--- src/sv/lzbd_pkg.sv ---
// shared types and constants of the lz back-reference byte decompressor
package lzbd_pkg;

   localparam int HISTORY_DEPTH_DEF = 256;

   localparam int BYTE_W  = 8;
   localparam int COUNT_W = 7;
   localparam int DIST_W  = 9;
   localparam int VCNT_W  = 2;

   // top bit of a control byte selects a copy, the rest is the count
   localparam int COPY_BIT = 7;

   // distance used when the offset byte is zero
   localparam logic [DIST_W-1:0] DIST_FULL = 9'd256;

   localparam logic [VCNT_W-1:0] VCNT_NONE = 2'd0;
   localparam logic [VCNT_W-1:0] VCNT_ONE  = 2'd1;
   localparam logic [VCNT_W-1:0] VCNT_TWO  = 2'd2;

   typedef struct packed {
      logic ld_count;
      logic dec_count;
      logic ld_dist;
      logic emit_lit;
      logic emit_end;
      logic rd_issue;
      logic wr_copy;
      logic keep_first;
      logic emit_copy;
   } cmd_type;

   typedef struct packed {
      logic byte_zero;
      logic byte_copy;
      logic count_zero;
      logic count_one;
      logic half;
      logic out_free;
   } status_type;

endpackage

--- src/sv/lz_backref_byte_decompressor.sv ---
// top level of the lz back-reference byte decompressor
// Takes one compressed byte per beat. Control bytes, offset bytes and literal
// bytes are each taken when offered, so a literal run passes one byte per
// cycle; a control or literal beat is held off only while the result register
// is full. A back reference holds the input from its offset byte until its
// last byte is written, longer on result stalls: the history ring is one ram
// with a registered read, and each copied byte is read and then written so
// that overlapping copies see bytes written just before. Copied bytes leave
// two per result beat, an odd last one alone. The ring needs no clearing pass
// after reset: a fill flag makes slots unwritten since reset read as zero.
module lz_backref_byte_decompressor #(
   parameter int HISTORY_DEPTH = lzbd_pkg::HISTORY_DEPTH_DEF
) (
   input  logic                          clock,
   input  logic                          reset,
   input  logic                          req_valid,
   output logic                          req_stall,
   input  logic [lzbd_pkg::BYTE_W-1:0]   req_in_byte,
   output logic                          rsp_valid,
   input  logic                          rsp_stall,
   output logic [lzbd_pkg::BYTE_W-1:0]   rsp_byte_first,
   output logic [lzbd_pkg::BYTE_W-1:0]   rsp_byte_second,
   output logic [lzbd_pkg::VCNT_W-1:0]   rsp_valid_count,
   output logic                          rsp_run_last,
   output logic                          rsp_stream_end
);

   lzbd_pkg::cmd_type    cmd;
   lzbd_pkg::status_type sts;

   lzbd_ctrl u_ctrl (
      .clock     (clock),
      .reset     (reset),
      .req_valid (req_valid),
      .req_stall (req_stall),
      .sts       (sts),
      .cmd       (cmd)
   );

   lzbd_dpath #(
      .HISTORY_DEPTH (HISTORY_DEPTH)
   ) u_dpath (
      .clock           (clock),
      .reset           (reset),
      .req_in_byte     (req_in_byte),
      .rsp_stall       (rsp_stall),
      .rsp_valid       (rsp_valid),
      .rsp_byte_first  (rsp_byte_first),
      .rsp_byte_second (rsp_byte_second),
      .rsp_valid_count (rsp_valid_count),
      .rsp_run_last    (rsp_run_last),
      .rsp_stream_end  (rsp_stream_end),
      .cmd             (cmd),
      .sts             (sts)
   );

endmodule

--- src/sv/lzbd_ram.sv ---
// generic single-write, single-read ram with registered read data
module lzbd_ram #(
   parameter int WIDTH = 8,
   parameter int DEPTH = 256
) (
   input  logic                     clock,
   input  logic                     wr_en,
   input  logic [$clog2(DEPTH)-1:0] wr_addr,
   input  logic [WIDTH-1:0]         wr_data,
   input  logic                     rd_en,
   input  logic [$clog2(DEPTH)-1:0] rd_addr,
   output logic [WIDTH-1:0]         rd_data
);

   logic [WIDTH-1:0] mem_ff [DEPTH];
   logic [WIDTH-1:0] rd_data_ff;

   always_ff @(posedge clock) begin
      if (wr_en) begin
         mem_ff[wr_addr] <= wr_data;
      end
      if (rd_en) begin
         rd_data_ff <= mem_ff[rd_addr];
      end
   end

   assign rd_data = rd_data_ff;

endmodule

--- src/sv/lzbd_ctrl.sv ---
// parser and copy sequencer state machine
module lzbd_ctrl (
   input  logic                 clock,
   input  logic                 reset,
   input  logic                 req_valid,
   output logic                 req_stall,
   input  lzbd_pkg::status_type sts,
   output lzbd_pkg::cmd_type    cmd
);

   localparam logic [2:0] S_CTRL = 3'd0;
   localparam logic [2:0] S_LIT  = 3'd1;
   localparam logic [2:0] S_OFF  = 3'd2;
   localparam logic [2:0] S_RD   = 3'd3;
   localparam logic [2:0] S_WR   = 3'd4;

   logic [2:0] state_ff;
   logic [2:0] state_in;
   logic       accept;

   always_comb begin
      unique case (state_ff)
         S_CTRL, S_LIT: req_stall = !sts.out_free;
         S_OFF:         req_stall = 1'b0;
         default:       req_stall = 1'b1;
      endcase
   end

   assign accept = req_valid && !req_stall;

   always_comb begin
      cmd      = '0;
      state_in = state_ff;
      unique case (state_ff)
         S_CTRL: begin
            if (accept) begin
               if (sts.byte_zero) begin
                  cmd.emit_end = 1'b1;
               end else begin
                  cmd.ld_count = 1'b1;
                  state_in     = sts.byte_copy ? S_OFF : S_LIT;
               end
            end
         end
         S_LIT: begin
            if (accept) begin
               cmd.emit_lit  = 1'b1;
               cmd.dec_count = 1'b1;
               if (sts.count_one) begin
                  state_in = S_CTRL;
               end
            end
         end
         S_OFF: begin
            if (accept) begin
               cmd.ld_dist = 1'b1;
               state_in    = sts.count_zero ? S_CTRL : S_RD;
            end
         end
         S_RD: begin
            cmd.rd_issue = 1'b1;
            state_in     = S_WR;
         end
         S_WR: begin
            if (sts.half || sts.count_one) begin
               // a full pair or the run end goes out as one beat
               if (sts.out_free) begin
                  cmd.wr_copy   = 1'b1;
                  cmd.dec_count = 1'b1;
                  cmd.emit_copy = 1'b1;
                  state_in      = sts.count_one ? S_CTRL : S_RD;
               end
            end else begin
               cmd.wr_copy    = 1'b1;
               cmd.dec_count  = 1'b1;
               cmd.keep_first = 1'b1;
               state_in       = S_RD;
            end
         end
         default: begin
            state_in = S_CTRL;
         end
      endcase
   end

   always_ff @(posedge clock) begin
      if (reset) begin
         state_ff <= S_CTRL;
      end else begin
         state_ff <= state_in;
      end
   end

endmodule

--- src/sv/lzbd_dpath.sv ---
// history ring, pointers, counters and result register
module lzbd_dpath #(
   parameter int HISTORY_DEPTH = lzbd_pkg::HISTORY_DEPTH_DEF
) (
   input  logic                          clock,
   input  logic                          reset,
   input  logic [lzbd_pkg::BYTE_W-1:0]   req_in_byte,
   input  logic                          rsp_stall,
   output logic                          rsp_valid,
   output logic [lzbd_pkg::BYTE_W-1:0]   rsp_byte_first,
   output logic [lzbd_pkg::BYTE_W-1:0]   rsp_byte_second,
   output logic [lzbd_pkg::VCNT_W-1:0]   rsp_valid_count,
   output logic                          rsp_run_last,
   output logic                          rsp_stream_end,
   input  lzbd_pkg::cmd_type             cmd,
   output lzbd_pkg::status_type          sts
);

   localparam int AW = $clog2(HISTORY_DEPTH);
   localparam logic [AW-1:0] LAST_ADDR = AW'(HISTORY_DEPTH - 1);
   localparam logic [AW:0]   DEPTH_EXT = (AW+1)'(HISTORY_DEPTH);

   logic [AW-1:0]                   wp_ff, wp_in;
   logic                            full_ff, full_in;
   logic [lzbd_pkg::COUNT_W-1:0]    count_ff, count_in;
   logic [lzbd_pkg::DIST_W-1:0]     dist_ff, dist_in;
   logic                            half_ff, half_in;
   logic [lzbd_pkg::BYTE_W-1:0]     pair_ff, pair_in;
   logic                            rd_valid_ff, rd_valid_in;
   logic                            out_valid_ff, out_valid_in;
   logic [lzbd_pkg::BYTE_W-1:0]     first_ff, first_in;
   logic [lzbd_pkg::BYTE_W-1:0]     second_ff, second_in;
   logic [lzbd_pkg::VCNT_W-1:0]     vcnt_ff, vcnt_in;
   logic                            last_ff, last_in;
   logic                            end_ff, end_in;

   logic [AW:0]                     wp_ext;
   logic [AW:0]                     dist_ext;
   logic                            no_wrap;
   logic [AW:0]                     rd_idx;
   logic [AW-1:0]                   rd_addr;
   logic                            wr_en;
   logic [lzbd_pkg::BYTE_W-1:0]     wr_data;
   logic [lzbd_pkg::BYTE_W-1:0]     ram_q;
   logic [lzbd_pkg::BYTE_W-1:0]     rd_byte;
   logic                            out_free;

   // ring slot offset bytes back, slots never written read as zero
   assign wp_ext   = {1'b0, wp_ff};
   assign dist_ext = (AW+1)'(dist_ff);
   assign no_wrap  = wp_ext >= dist_ext;
   assign rd_idx   = no_wrap ? (wp_ext - dist_ext) : (wp_ext + DEPTH_EXT - dist_ext);
   assign rd_addr  = rd_idx[AW-1:0];

   assign rd_byte  = rd_valid_ff ? ram_q : '0;
   assign wr_en    = cmd.emit_lit || cmd.wr_copy;
   assign wr_data  = cmd.emit_lit ? req_in_byte : rd_byte;
   assign out_free = !out_valid_ff || !rsp_stall;

   lzbd_ram #(
      .WIDTH (lzbd_pkg::BYTE_W),
      .DEPTH (HISTORY_DEPTH)
   ) u_ring (
      .clock   (clock),
      .wr_en   (wr_en),
      .wr_addr (wp_ff),
      .wr_data (wr_data),
      .rd_en   (cmd.rd_issue),
      .rd_addr (rd_addr),
      .rd_data (ram_q)
   );

   always_comb begin
      wp_in       = wp_ff;
      full_in     = full_ff;
      count_in    = count_ff;
      dist_in     = dist_ff;
      half_in     = half_ff;
      pair_in     = pair_ff;
      rd_valid_in = rd_valid_ff;
      if (wr_en) begin
         if (wp_ff == LAST_ADDR) begin
            wp_in   = '0;
            full_in = 1'b1;
         end else begin
            wp_in = wp_ff + 1'b1;
         end
      end
      if (cmd.ld_count) begin
         count_in = req_in_byte[lzbd_pkg::COUNT_W-1:0];
      end else if (cmd.dec_count) begin
         count_in = count_ff - 1'b1;
      end
      if (cmd.ld_dist) begin
         dist_in = (req_in_byte == '0) ? lzbd_pkg::DIST_FULL
                                       : lzbd_pkg::DIST_W'(req_in_byte);
      end
      if (cmd.keep_first) begin
         half_in = 1'b1;
         pair_in = rd_byte;
      end else if (cmd.emit_copy) begin
         half_in = 1'b0;
      end
      if (cmd.rd_issue) begin
         rd_valid_in = full_ff || no_wrap;
      end
   end

   always_comb begin
      out_valid_in = out_valid_ff && rsp_stall;
      first_in     = first_ff;
      second_in    = second_ff;
      vcnt_in      = vcnt_ff;
      last_in      = last_ff;
      end_in       = end_ff;
      if (cmd.emit_lit) begin
         out_valid_in = 1'b1;
         first_in     = req_in_byte;
         second_in    = '0;
         vcnt_in      = lzbd_pkg::VCNT_ONE;
         last_in      = 1'b1;
         end_in       = 1'b0;
      end else if (cmd.emit_end) begin
         out_valid_in = 1'b1;
         first_in     = '0;
         second_in    = '0;
         vcnt_in      = lzbd_pkg::VCNT_NONE;
         last_in      = 1'b1;
         end_in       = 1'b1;
      end else if (cmd.emit_copy) begin
         out_valid_in = 1'b1;
         first_in     = half_ff ? pair_ff : rd_byte;
         second_in    = half_ff ? rd_byte : '0;
         vcnt_in      = half_ff ? lzbd_pkg::VCNT_TWO : lzbd_pkg::VCNT_ONE;
         last_in      = (count_ff == 7'd1);
         end_in       = 1'b0;
      end
   end

   always_ff @(posedge clock) begin
      if (reset) begin
         wp_ff        <= '0;
         full_ff      <= 1'b0;
         count_ff     <= '0;
         half_ff      <= 1'b0;
         rd_valid_ff  <= 1'b0;
         out_valid_ff <= 1'b0;
      end else begin
         wp_ff        <= wp_in;
         full_ff      <= full_in;
         count_ff     <= count_in;
         half_ff      <= half_in;
         rd_valid_ff  <= rd_valid_in;
         out_valid_ff <= out_valid_in;
      end
   end

   always_ff @(posedge clock) begin
      dist_ff   <= dist_in;
      pair_ff   <= pair_in;
      first_ff  <= first_in;
      second_ff <= second_in;
      vcnt_ff   <= vcnt_in;
      last_ff   <= last_in;
      end_ff    <= end_in;
   end

   assign sts.byte_zero  = (req_in_byte == '0);
   assign sts.byte_copy  = req_in_byte[lzbd_pkg::COPY_BIT];
   assign sts.count_zero = (count_ff == '0);
   assign sts.count_one  = (count_ff == 7'd1);
   assign sts.half       = half_ff;
   assign sts.out_free   = out_free;

   assign rsp_valid       = out_valid_ff;
   assign rsp_byte_first  = first_ff;
   assign rsp_byte_second = second_ff;
   assign rsp_valid_count = vcnt_ff;
   assign rsp_run_last    = last_ff;
   assign rsp_stream_end  = end_ff;

endmodule

--- config.mk ---
export PLATFORM = sky130hd
export DESIGN_NAME = lz_backref_byte_decompressor
export DESIGN_NICKNAME = d
export VERILOG_FILES = /design/src/sv/lzbd_pkg.sv /design/src/sv/lz_backref_byte_decompressor.sv /design/src/sv/lzbd_ram.sv /design/src/sv/lzbd_ctrl.sv /design/src/sv/lzbd_dpath.sv
export SDC_FILE = /design/constraint.sdc
export NUM_CORES = 2
export LEC_CHECK = 0
export BUFFER_PORTS_ARGS = -buffer_cell sky130_fd_sc_hd__buf_4
export CAP_MARGIN = 15
export CELL_PAD_IN_SITES_DETAIL_PLACEMENT = 1
export CELL_PAD_IN_SITES_GLOBAL_PLACEMENT = 2
export CORE_MARGIN = 2
export CORE_UTILIZATION = 45
export CTS_CLUSTER_SIZE = 40
export DETAILED_ROUTE_END_ITERATION = 8
export PLACE_DENSITY_LB_ADDON = 0.1
export SYNTH_ARGS = -nofsm -noshare
export SYNTH_HDL_FRONTEND = slang
export SYNTH_HIERARCHICAL = 1
export SYNTH_SLANG_ARGS = --single-unit
--- constraint.sdc ---
create_clock -name clock -period 18.07 [get_ports clock]
set_clock_uncertainty 0.15 [all_clocks]
set_input_delay 0.9035 -clock clock [delete_from_list [all_inputs] [get_ports clock]]
set_output_delay 0.9035 -clock clock [all_outputs]
set_load 0.01 [all_outputs]
==> report_table.html <==
<table>
<tr><th>Metric</th><th>Value</th></tr>
<tr><th colspan="2">Run status</th></tr>
<tr><td>Status</td><td>finished, final reports clean</td></tr>
<tr><th colspan="2">Synth</th></tr>
<tr><td>Simple logic cell fraction of the synthesized area</td><td>3.32%</td></tr>
<tr><td>Leading area contributor after synthesis</td><td>sky130_fd_sc_hd__edfxtp_1</td></tr>
<tr><td>Post-synthesis sequential element count</td><td>2115</td></tr>
<tr><td>Mean post-synth cell area</td><td>20.2 um^2</td></tr>
<tr><td>Syn. warnings</td><td>6</td></tr>
<tr><td>Cells after Synth</td><td>4092</td></tr>
<tr><td>Adder and majority cell fraction of the synthesized area</td><td>0.206%</td></tr>
<tr><td>Dominant combinational cell family by area after synthesis</td><td>multiplexers</td></tr>
<tr><td>Proportion of synthesized flip-flops having asynchronous set or reset</td><td>0%</td></tr>
<tr><td>Area contributors post-synth</td><td>sky130_fd_sc_hd__edfxtp_1 (76%), sky130_fd_sc_hd__mux4_2 (12%), sky130_fd_sc_hd__mux2i_1 (1.6%), sky130_fd_sc_hd__nor2_1 (1.5%), sky130_fd_sc_hd__a22oi_1 (1.3%)</td></tr>
<tr><td>Synth Area in Compound Gates</td><td>3.90%</td></tr>
<tr><td>Multiplexer area fraction after synthesis</td><td>14.1%</td></tr>
<tr><td>Parity-gate share of the synthesized area counting xor and xnor cells</td><td>0.159%</td></tr>
<tr><td>Yosys top cell area share</td><td>roughly three quarters</td></tr>
<tr><td>Leading post-synthesis cells by instance count</td><td>sky130_fd_sc_hd__edfxtp_1 (2081), sky130_fd_sc_hd__mux4_2 (454), sky130_fd_sc_hd__nor2_1 (334)</td></tr>
<tr><td>Cell with the most instances after synthesis</td><td>sky130_fd_sc_hd__edfxtp_1</td></tr>
<tr><td>Most frequently used flop master after synthesis</td><td>sky130_fd_sc_hd__edfxtp_1</td></tr>
<tr><td>Net count after synthesis</td><td>4117</td></tr>
<tr><td>Post-synth EDFFs</td><td>between 2000 and 2500</td></tr>
<tr><td>Synthesized cell area</td><td>82800 um^2</td></tr>
<tr><td>Portion of the post-synthesis area used by sequential elements</td><td>76.3%</td></tr>
<tr><td>Distinct cells, synth</td><td>76</td></tr>
<tr><th colspan="2">Cells and area</th></tr>
<tr><td>Total number of nets in the final design</td><td>4241</td></tr>
<tr><td>Final core area utilization</td><td>50.6%</td></tr>
<tr><td>Number of non-filler instances in the completed layout</td><td>6858</td></tr>
<tr><td>Area growth from synthesis to final layout</td><td>11.8%</td></tr>
<tr><td>Fraction of layout instances using a drive strength above 1</td><td>21.9%</td></tr>
<tr><th colspan="2">STA</th></tr>
<tr><td>Share of the clock period used by the worst path</td><td>35.2%</td></tr>
<tr><td>Final max-slew violation count</td><td>0</td></tr>
<tr><td>Least setup slack across all paths after layout</td><td>between 10 and 15 ns</td></tr>
<tr><td>Worst-Margin Slew</td><td>around 1.2 ns</td></tr>
<tr><td>Setup TNS</td><td>0 ns</td></tr>
<tr><td>Worst relative slew slack</td><td>between 10% and 20%</td></tr>
<tr><td>Highest achievable clock rate</td><td>0.157 GHz</td></tr>
<tr><td>Number of hold violations in the final report</td><td>0</td></tr>
<tr><td>Minimum clock period after layout</td><td>6.36 ns</td></tr>
<tr><td>Unrepaired setup endpoints after global routing</td><td>false</td></tr>
<tr><td>Setup violation total in the final timing report</td><td>0</td></tr>
<tr><th colspan="2">Critical path</th></tr>
<tr><td>Buffers and inverters on the worst path</td><td>6</td></tr>
<tr><td>Setup CP Type</td><td>register to register</td></tr>
<tr><td>Startpoint kind of the worst setup timing path</td><td>register</td></tr>
<tr><td>Cells along the critical path</td><td>inv_1 -&gt; fa_1 -&gt; inv_8 -&gt; buf_4 -&gt; buf_4 -&gt; buf_4 -&gt; mux4_2 -&gt; o22a_1 -&gt; o21ai_0 -&gt; a2111oi_0 -&gt; buf_4 -&gt; nor3_1 -&gt; nor4_2</td></tr>
<tr><td>Arrival @ worst endpoint</td><td>6.76 ns</td></tr>
<tr><td>Library cell appearing most often on the critical path</td><td>sky130_fd_sc_hd__buf_4</td></tr>
<tr><td>Critical Path End Type</td><td>register</td></tr>
<tr><td>Worst path top cell family by delay</td><td>buffers and inverters</td></tr>
<tr><td>Critical Path Max Stage Delay</td><td>0.84 ns</td></tr>
<tr><td>Maximum fanout encountered on the critical timing path</td><td>64</td></tr>
<tr><td>Slowest cell on crit path</td><td>sky130_fd_sc_hd__dfxtp_1</td></tr>
<tr><td>Required @ worst endpoint</td><td>18.48 ns</td></tr>
<tr><th colspan="2">Routing</th></tr>
<tr><td>Final routed DRC violation total</td><td>0</td></tr>
<tr><td>First DRT Iteration DRCs</td><td>4158</td></tr>
<tr><td>1st-pass router iterations</td><td>5</td></tr>
<tr><td>Detail-routed via count per cell</td><td>6.04</td></tr>
<tr><td>Routed length per instance</td><td>33.0 um</td></tr>
<tr><td>Count of vias placed by the detailed router</td><td>between 40000 and 50000</td></tr>
<tr><td>Antenna Violating Nets Remaining</td><td>0</td></tr>
<tr><td>Total routed wirelength</td><td>226 mm</td></tr>
<tr><th colspan="2">GRT</th></tr>
<tr><td>Largest net degree at the start of global routing</td><td>106</td></tr>
<tr><td>Gr ovfl total</td><td>0</td></tr>
<tr><td>Initial antenna violation count</td><td>8</td></tr>
<tr><td>Aggregate global-route resource usage</td><td>24.5%</td></tr>
<tr><td>Number of global-route vias before repair</td><td>42700</td></tr>
<tr><td>Wire length of the first global-routing pass</td><td>324 mm</td></tr>
<tr><th colspan="2">Clock network</th></tr>
<tr><td>Post-cts hold buffer count</td><td>0</td></tr>
<tr><td>Post-CTS setup buffer count</td><td>0</td></tr>
<tr><td>CTS tree</td><td>yes</td></tr>
<tr><td>Total clock sinks</td><td>2115</td></tr>
<tr><td>Buffers from clock root to sink, at most</td><td>3</td></tr>
<tr><td>Clock transition at path regs</td><td>0.06 ns</td></tr>
<tr><td>Number of clock buffers inserted by TritonCTS</td><td>about 220</td></tr>
<tr><td>Later-pin clock latency in the skew report</td><td>0.86 ns</td></tr>
<tr><td>Root buffer selected by CTS</td><td>sky130_fd_sc_hd__clkbuf_16</td></tr>
<tr><td>H-tree depth</td><td>4</td></tr>
<tr><td>Resized Gates After CTS</td><td>0</td></tr>
<tr><th colspan="2">Die</th></tr>
<tr><td>Height of the die</td><td>approximately 430 um</td></tr>
<tr><td>I/O pin total</td><td>34</td></tr>
<tr><td>Overall die area</td><td>187000 um^2</td></tr>
<tr><td>Number of placement rows</td><td>157</td></tr>
<tr><td>Floorplan core area</td><td>around 180000 um^2</td></tr>
<tr><td>Starting Density</td><td>45.3%</td></tr>
<tr><td>Width of the die</td><td>~430 um</td></tr>
<tr><th colspan="2">Power</th></tr>
<tr><td>Static leakage</td><td>about 28 nW</td></tr>
<tr><td>Portion of total power attributed to combinational logic</td><td>7.3%</td></tr>
<tr><td>Cell internal power dissipation</td><td>8.06 mW</td></tr>
<tr><td>Clock network fraction of total power</td><td>40.8%</td></tr>
<tr><td>Switching part of the total</td><td>22.5%</td></tr>
<tr><td>Power density of the placed cells</td><td>between 100 and 150 nW/um^2</td></tr>
<tr><td>Fraction of power consumed by sequential logic</td><td>51.9%</td></tr>
<tr><td>Maximum VDD drop</td><td>~0.075 mV</td></tr>
<tr><td>Net switching component of the power</td><td>2.34 mW</td></tr>
<tr><th colspan="2">Min path</th></tr>
<tr><td>Path type of the worst min-delay path</td><td>input pin to register</td></tr>
<tr><th colspan="2">Placed design</th></tr>
<tr><td>Number of cells in the design after placement</td><td>about 6500</td></tr>
<tr><td>Number of input and output port buffers inserted</td><td>33</td></tr>
<tr><td>Minimum setup slack after placement</td><td>11.63 ns</td></tr>
<tr><td>Final weighted congestion in routability-driven placement</td><td>0.790</td></tr>
<tr><td>Sum of net half-perimeters after detailed placement</td><td>139 mm</td></tr>
<tr><th colspan="2">Run</th></tr>
<tr><td>Max-cap check violation count</td><td>0</td></tr>
</table>
-- path summary, 6_finish.rpt --
path	start	end	slack [ns]	cells after the start
setup / recovery	u_dpath/wp_ff[1]$_SDFFE_PP0N_	u_dpath/u_ring/rd_data[0]$_DFFE_PP_	11.71	13
hold / removal	req_in_byte[2]	u_dpath/dist_ext[2]$_SDFFCE_PP0P_	0.15	1
setup reg to reg	u_dpath/wp_ff[1]$_SDFFE_PP0N_	u_dpath/u_ring/rd_data[0]$_DFFE_PP_	11.71	13
hold reg to reg	u_dpath/rsp_run_last$_SDFFE_PP1P_	u_dpath/rsp_run_last$_SDFFE_PP1P_	0.33	2
-- registers in the layout (all words and copies together), names as in the netlist, 7 cells and up --
register and count:
u_dpath/dist_ext 9, u_dpath/u_ring/rd_data 8, u_dpath/pair_ff 8, u_dpath/rsp_byte_first 8
u_dpath/u_ring/mem_ff 2048, u_dpath/wp_ff 8, u_dpath/rsp_byte_second 8, u_dpath/count_ff 7
-- power groups by stage --
stage,Sequential [mW],Combinational [mW],Clock [mW]
final,5.40,0.759,4.24
after global routing,5.40,0.806,4.51
after CTS,5.40,0.771,4.34
after detailed placement,5.50,0.770,0
after global placement,5.50,0.763,0
after floorplan,5.55,0.530,0
-- layer usage --
| layer | vias to the layer above | part of all wire (%) | track usage, % |
|---|---|---|---|
| met2 | 1276 | 47 | 38.4 |
| met3 | 256 | 6.5 | 4.14 |
| met5 | - | 0 | 0 |
| met1 | 22700 | 44 | 35.8 |
| met4 | 0 | 2.0 | 5.93 |
| li1 | 17200 | - | - |
-- placed cells by master, fill, tap and decap left out, types with 6 or more instances in the layout --
| cell | Yosys | routed |
|---|---|---|
| sky130_fd_sc_hd__a211oi_1 | 19 | 19 |
| sky130_fd_sc_hd__a21oi_1 | 127 | 126 |
| sky130_fd_sc_hd__a221oi_1 | 13 | 13 |
| sky130_fd_sc_hd__a22o_1 | 8 | 8 |
| sky130_fd_sc_hd__a22oi_1 | 141 | 141 |
| sky130_fd_sc_hd__and2_1 | 7 | 7 |
| sky130_fd_sc_hd__buf_4 | 31 | 153 |
| sky130_fd_sc_hd__bufinv_16 | 0 | 10 |
| sky130_fd_sc_hd__clkbuf_1 | 128 | 46 |
| sky130_fd_sc_hd__clkbuf_16 | 0 | 221 |
| sky130_fd_sc_hd__clkinv_1 | 2 | 58 |
| sky130_fd_sc_hd__clkinv_2 | 0 | 46 |
| sky130_fd_sc_hd__clkinv_8 | 0 | 7 |
| sky130_fd_sc_hd__dfxtp_1 | 34 | 34 |
| sky130_fd_sc_hd__edfxtp_1 | 2081 | 2081 |
| sky130_fd_sc_hd__ha_1 | 12 | 12 |
| sky130_fd_sc_hd__inv_1 | 29 | 27 |
| sky130_fd_sc_hd__mux2i_1 | 134 | 134 |
| sky130_fd_sc_hd__mux4_2 | 454 | 454 |
| sky130_fd_sc_hd__nand2_1 | 71 | 71 |
| sky130_fd_sc_hd__nand2b_1 | 15 | 15 |
| sky130_fd_sc_hd__nand3_1 | 39 | 33 |
| sky130_fd_sc_hd__nand3_2 | 0 | 6 |
| sky130_fd_sc_hd__nand4_1 | 13 | 13 |
| sky130_fd_sc_hd__nor2_1 | 334 | 331 |
| sky130_fd_sc_hd__nor2b_1 | 33 | 30 |
| sky130_fd_sc_hd__nor3_1 | 25 | 25 |
| sky130_fd_sc_hd__nor3b_1 | 6 | 6 |
| sky130_fd_sc_hd__nor4_1 | 25 | 18 |
| sky130_fd_sc_hd__nor4_2 | 3 | 10 |
| sky130_fd_sc_hd__o211ai_1 | 12 | 12 |
| sky130_fd_sc_hd__o21ai_0 | 31 | 23 |
| sky130_fd_sc_hd__o21ai_4 | 0 | 8 |
| sky130_fd_sc_hd__o221ai_1 | 46 | 46 |
| sky130_fd_sc_hd__o22ai_1 | 28 | 28 |
| sky130_fd_sc_hd__xor2_1 | 7 | 7 |
-- metrics by stage --
step,cell area (um^2),hold slack (ns),power [mW]
after floorplan,82800,0.296,6.09
after global placement,85700,0.316,6.27
after detailed placement,85800,0.319,6.27
after CTS,92500,0.0775,10.5
after global routing,92500,0.108,10.7
final,92500,0.145,10.4
-- worst reg2reg max path, stage by stage (launching register included) --
cell and delay, ns:
sky130_fd_sc_hd__dfxtp_1 0.84, sky130_fd_sc_hd__inv_1 0.15, sky130_fd_sc_hd__fa_1 0.59, sky130_fd_sc_hd__inv_8 0.45
sky130_fd_sc_hd__buf_4 0.68, sky130_fd_sc_hd__buf_4 0.76, sky130_fd_sc_hd__buf_4 0.55, sky130_fd_sc_hd__mux4_2 0.41
sky130_fd_sc_hd__o22a_1 0.23, sky130_fd_sc_hd__o21ai_0 0.19, sky130_fd_sc_hd__a2111oi_0 0.20, sky130_fd_sc_hd__buf_4 0.20
sky130_fd_sc_hd__nor3_1 0.55, sky130_fd_sc_hd__nor4_2 0.12
-- cell type report --
class / count / area, um^2
Clock buffer: 268 / 5720
Timing Repair Buffer: 162 / 1270
Antenna cell: 1 / 2.50
Fill cell: 16200 / 90400
Tap cell: 2464 / 3080
Inverter: 31 / 131
Clock inverter: 128 / 968
Sequential cell: 2115 / 63200
Multi-Input combinational cell: 1689 / 18200
-- cells by family after synthesis --
| family | after synthesis |
|---|---|
| flip-flops | 2115 |
| AND/OR/NAND/NOR | 602 |
| multiplexers | 591 |
| AO/OA/AOI/OAI | 468 |
| buffers and inverters | 288 |
| XOR/XNOR | 15 |
| adder cells (fa/ha/maj) | 13 |
Note: power is estimated with default switching activity, not from simulation.
